`src/design/hal_pkg.sv`:
```
// ----------------------------------------------------------------------------
// hal_pkg
// shared widths, operation and status codes, hash constant and defaults
// for the hashed address allowlist
// ----------------------------------------------------------------------------
`default_nettype none

package hal_pkg;

    // field widths
    localparam int ADDR_W   = 64;
    localparam int FUNC_W   = 2;
    localparam int STATUS_W = 2;
    localparam int ENTRY_W  = 11;

    // operation codes
    localparam logic [FUNC_W-1:0] FUNC_START  = 2'd0;
    localparam logic [FUNC_W-1:0] FUNC_INSERT = 2'd1;
    localparam logic [FUNC_W-1:0] FUNC_LOOKUP = 2'd2;

    // status codes
    localparam logic [STATUS_W-1:0] ST_DONE = 2'd0;
    localparam logic [STATUS_W-1:0] ST_SKIP = 2'd1;
    localparam logic [STATUS_W-1:0] ST_FULL = 2'd2;

    // 64-bit golden-ratio multiplier, split into halves
    localparam logic [63:0] GOLDEN64  = 64'h61C8_8646_80B5_83EB;
    localparam logic [31:0] GOLDEN_LO = GOLDEN64[31:0];
    localparam logic [31:0] GOLDEN_HI = GOLDEN64[63:32];

    // default sizing
    localparam int DEF_CAPACITY    = 1024;
    localparam int DEF_BUCKET_BITS = 11;
    localparam int DEF_WAYS        = 2;

endpackage

`default_nettype wire

```
`src/design/hal_hash.sv`:
```
// ----------------------------------------------------------------------------
// hal_hash
// multiplicative bucket hash: top bucket_bits of addr * golden64 mod 2^64,
// built from three registered 32x32 partial products and a three-operand 32-bit add
// ----------------------------------------------------------------------------
`default_nettype none

module hal_hash
    import hal_pkg::*;
#(
    parameter int BUCKET_BITS = DEF_BUCKET_BITS
)
(
    input  wire logic                   clk,
    input  wire logic [ADDR_W-1:0]      addr,
    output logic      [BUCKET_BITS-1:0] bucket
);

    logic [63:0] lo_lo_reg;
    logic [31:0] cross_a_reg;
    logic [31:0] cross_b_reg;
    logic [31:0] hi_sum;

    // partial products; cross terms only feed the upper word, low 32 bits kept
    always_ff @(posedge clk)
    begin
        lo_lo_reg   <= 64'(addr[31:0]) * 64'(GOLDEN_LO);
        cross_a_reg <= addr[63:32] * GOLDEN_LO;
        cross_b_reg <= addr[31:0] * GOLDEN_HI;
    end

    // upper word of the product, top bits select the bucket
    assign hi_sum = lo_lo_reg[63:32] + cross_a_reg + cross_b_reg;
    assign bucket = hi_sum[31 -: BUCKET_BITS];

endmodule

`default_nettype wire

```
`config.mk`:
```
export PLATFORM = sky130hd
export DESIGN_NAME = hal_hash
export DESIGN_NICKNAME = d
export VERILOG_FILES = /design/src/design/hal_pkg.sv /design/src/design/hal_hash.sv
export SDC_FILE = /design/constraint.sdc
export NUM_CORES = 2
export LEC_CHECK = 0
export ABC_AREA = 1
export CORE_UTILIZATION = 41
export DETAILED_ROUTE_END_ITERATION = 8
export DONT_BUFFER_PORTS = 1
export GPL_TIMING_DRIVEN = 0
export PLACE_DENSITY = 0.63
export SETUP_SLACK_MARGIN = 0.15
export SLEW_MARGIN = 0
export SYNTH_ARGS = -nofsm -noshare
export SYNTH_HDL_FRONTEND = slang
export SYNTH_SLANG_ARGS = --single-unit
```
`constraint.sdc`:
```
create_clock -name clk -period 17.55 [get_ports clk]
set_clock_uncertainty 0.1 [all_clocks]
set_input_delay 1.755 -clock clk [delete_from_list [all_inputs] [get_ports clk]]
set_output_delay 1.755 -clock clk [all_outputs]
set_load 0.05 [all_outputs]
```
## Word level (Yosys, flattened, before mapping)

Cells that the tools add are included.

- Register bits after elaboration: 127
- Input port bits: 65
- Word-level logic and storage cells: 8

- Add/subtract/negate cells: 2
- Multipliers: 3

Operator list:

| kind | count |
|---|---|
| $add 32x32->32 | 2 |
| $mul 32x32->64 const B | 1 |
| $mul 32x30->31 const B | 1 |
| $mul 32x32->32 const B | 1 |

## Logic depth before layout (Yosys ltp)

- Word-level depth: 2
- Mapped depth: 32
- Mapped depth without buffers: 32

## Worst setup path after synthesis

No wires, ideal clock.

- Path type: input to register
- From: in addr[14]
- To: reg lo_lo_reg[60]
- Setup time: 0.112 ns
- Arrival time: 7.008 ns
- Required time: 17.338 ns
- Path slack: 10.330 ns
- Stages on the path: 28
- Path through: inv_1 > fa_1 > inv_1 > fa_1 > ha_1 > inv_1 > fa_1 > inv_1 > fa_1 > inv_1 > fa_1 > inv_1 > fa_1 > inv_1 > fa_1 > inv_1 > ha_1 > nand2_1 > nor2_1 > inv_1 > nor2_1 > inv_1 > nor2_1 > nand2_1 > inv_1 > o21ai_1 > nand3_1 > nand2_1

- Cells in the longest elaborated chain, start to end: 1

RTL lines:

| element | RTL line | source |
|---|---|---|
| start, declared | hal_hash.sv:15 | `input wire logic [ADDR_W-1:0] addr,` |
| $mul 32x32->64 | hal_hash.sv:27 | `lo_lo_reg <= 64'(addr[31:0]) * 64'(GOLDEN_LO);` |
| end signal, assigned | hal_hash.sv:27 |  |
| end, declared | hal_hash.sv:19 | `logic [63:0] lo_lo_reg;` |

No other way between the ends.

## Worst setup path after layout

- From: in addr[1]
- To: reg lo_lo_reg[45]

Same word-level chain as after synthesis.

==> impl_metrics.env <==
export IMPL_status="finished with violations"
export IMPL_violations="design-rule violations"
export IMPL_clock_root_buffer="clkbuf_16"
export IMPL_synthCells=4249
export IMPL_cp_start_kind="primary input"
export IMPL_synth_nets=5713
export IMPL_ant_nets=0
export IMPL_io_buffers=0
export IMPL_yosysMostFrequentCell="inv_1"
export IMPL_nets=5724
export IMPL_finalSetupViolations=0
export IMPL_io_pins=76
export IMPL_antenna_found_initial=1
export IMPL_drt_iter0_markers=1815
export IMPL_hp_class="in -> reg"
export IMPL_die_height_um=301
export IMPL_clockBufferDepth=2
export IMPL_netlist_area_sq_um=36700
export IMPL_vias_per_cell=4.97
export IMPL_coreArea_sq_um=88500
export IMPL_clk_pin_slew_ns=0.07
export IMPL_fin_tns_setup_ns=0
export IMPL_cts_resized_gates=0
export IMPL_cp_end_kind="flip-flop"
export IMPL_start_util=0.415
export IMPL_area_growth_pct=4.78
export IMPL_grtUsageTotal=0.260
export IMPL_drive_gt1_frac=0.0312
export IMPL_drcViolationCount=20
export IMPL_crit_arrival_ns=8.15
export IMPL_utilization=0.435
export IMPL_synthTopCellsByArea="fa_1, ha_1, inv_1, nand2_1, dfxtp_1"
export IMPL_synth_commonest_cells="inv_1, ha_1, fa_1"
export IMPL_synth_avg_cell_area_sq_um=8.64
export IMPL_hold_path_depth=0
export IMPL_grt_max_degree=19
export IMPL_cts_tree="done"
export IMPL_cts_num_sinks=95
export IMPL_dieArea_sq_um=90700
export IMPL_period_needed_ns=8.05
export IMPL_gp_congestion=0.995
export IMPL_dpl_hpwl_um=101000
export IMPL_hold_violations=0
export IMPL_maxSlewViolCount=0
export IMPL_fmax_ghz=0.124
export IMPL_grt_pass1_vias=28900
export IMPL_postCtsSetupRepairBufs=0
export IMPL_ys_seq_area_frac=0.0518
export IMPL_async_flop_share=0
export IMPL_grt_pass1_wl_um=173000
export IMPL_vias=27000
export IMPL_synth_edf_count=0
export IMPL_wl_um=113000
export IMPL_slew_headroom=0.0914
export IMPL_synth_flop_cell="dfxtp_1"
export IMPL_rows=109
export IMPL_yosysWarnings=0
export IMPL_fin_crit_sh=0.459
export IMPL_largest_reg_flops=35
export IMPL_tightest_slew_ns=1.36
export IMPL_rsz0062_at_grt="no"
export IMPL_critical_path_class="in -> reg"
export IMPL_grt_overflow_total=0
export IMPL_numCtsBuffers=9
export IMPL_yosysUniqueCellTypes=42
export IMPL_synth_seq_cells=95
export IMPL_die_x_um=301
export IMPL_worstPathMaxFanout=12
export IMPL_endpoint="lo_lo_reg[45]"
export IMPL_synth_area_leader_cell="fa_1"
export IMPL_post_synth_top_area_fraction=0.374
export IMPL_wl_per_cell_um=20.9
export IMPL_detail_route_first_pass_iterations=7
export IMPL_worst_ep_required_time_ns=17.65
export IMPL_maxCapViolCount=0
export IMPL_holdBufCountCts=0
export IMPL_h_tree_depth=3
export IMPL_crit_start="addr[1]"
-- final cells by class --
class / instances / area, sq um
multi-input combinational: 2845 / 29900
clock buffer: 10 / 239
fill: 8985 / 50100
inverter: 1309 / 4910
clock inverter: 6 / 55.1
tap: 1165 / 1460
antenna: 1 / 2.50
sequential: 95 / 1900
-- how the worst min path moves through the flow --
stage                          end  startpoint
global route        cross_a_reg[0]    addr[32]
global placement    cross_a_reg[0]    addr[32]
CTS                 cross_a_reg[0]    addr[32]
finish              cross_a_reg[0]    addr[32]
detailed placement  cross_a_reg[0]    addr[32]
floorplan           cross_a_reg[0]    addr[32]
-- per-layer routing --
metal | up-vias | GRT usage | part of all wire
met2 | 774 | 0.446 | 0.48
met3 | 181 | 0.0332 | 0.056
met5 | - | 0 | 0.00011
met4 | 2 | 0.0991 | 0.047
met1 | 13200 | 0.332 | 0.42
li1 | 12900 | - | -
-- placed cells by master (no fill, tap or decap), types with 6 or more instances in the layout --
cell / Yosys / layout
inv_1: 1277 / 1277
ha_1: 714 / 714
fa_1: 685 / 685
nand2_1: 519 / 519
nor2_1: 188 / 188
a21oi_1: 172 / 172
nand3_1: 130 / 130
o21ai_0: 100 / 100
dfxtp_1: 95 / 95
xor2_1: 76 / 76
xnor2_1: 38 / 38
inv_2: 32 / 32
nor2_2: 27 / 27
nand4_1: 25 / 25
nor3_1: 22 / 22
a21o_1: 19 / 19
o21bai_1: 16 / 16
nand2_2: 15 / 15
nor2_4: 11 / 11
a31oi_1: 10 / 10
o21ai_1: 9 / 9
clkbuf_16: 0 / 9
a21oi_2: 7 / 7
or2_2: 7 / 7
and3_1: 7 / 7
nand3b_1: 7 / 7
a21boi_0: 6 / 6
-- logic make-up after synthesis --
logic type / synth area share
adders and majority gates: 0.617
AOI/OAI and AO/OA: 0.0547
xor gates and xnor gates: 0.0272
DFF: 0.0518
and+or+nand+nor: 0.115
buffers and inverters: 0.134
-- critical path, cell delays in order --
cell and delay (ns):
ha_1 0.39, xor2_1 1.02, ha_1 0.29, or2_2 0.12, ha_1 0.16, inv_1 0.06
fa_1 0.48, fa_1 0.55, inv_1 0.05, fa_1 0.50, fa_1 0.43, fa_1 0.52
ha_1 0.35, nand2_1 0.09, nor2_1 0.14, inv_1 0.07, nor2_1 0.27, and3_1 0.28
nand3_1 0.09, nand3_1 0.13, xor2_1 0.40
-- per-stage QoR --
step,std cells,instance area (sq um),hold slack (ns),setup WS (ns)
2_1_floorplan,4249,36700,1.68,10.33
5_1_grt,5430,38500,1.31,9.46
3_5_place_dp,5414,38200,1.69,9.37
3_3_place_gp,5414,38200,1.69,9.32
6_report,5431,38500,1.33,9.50
4_1_cts,5430,38500,1.31,9.74
Power is not shown: default switching activity piles up to over one toggle a cycle in this logic, so the estimate is an artifact.
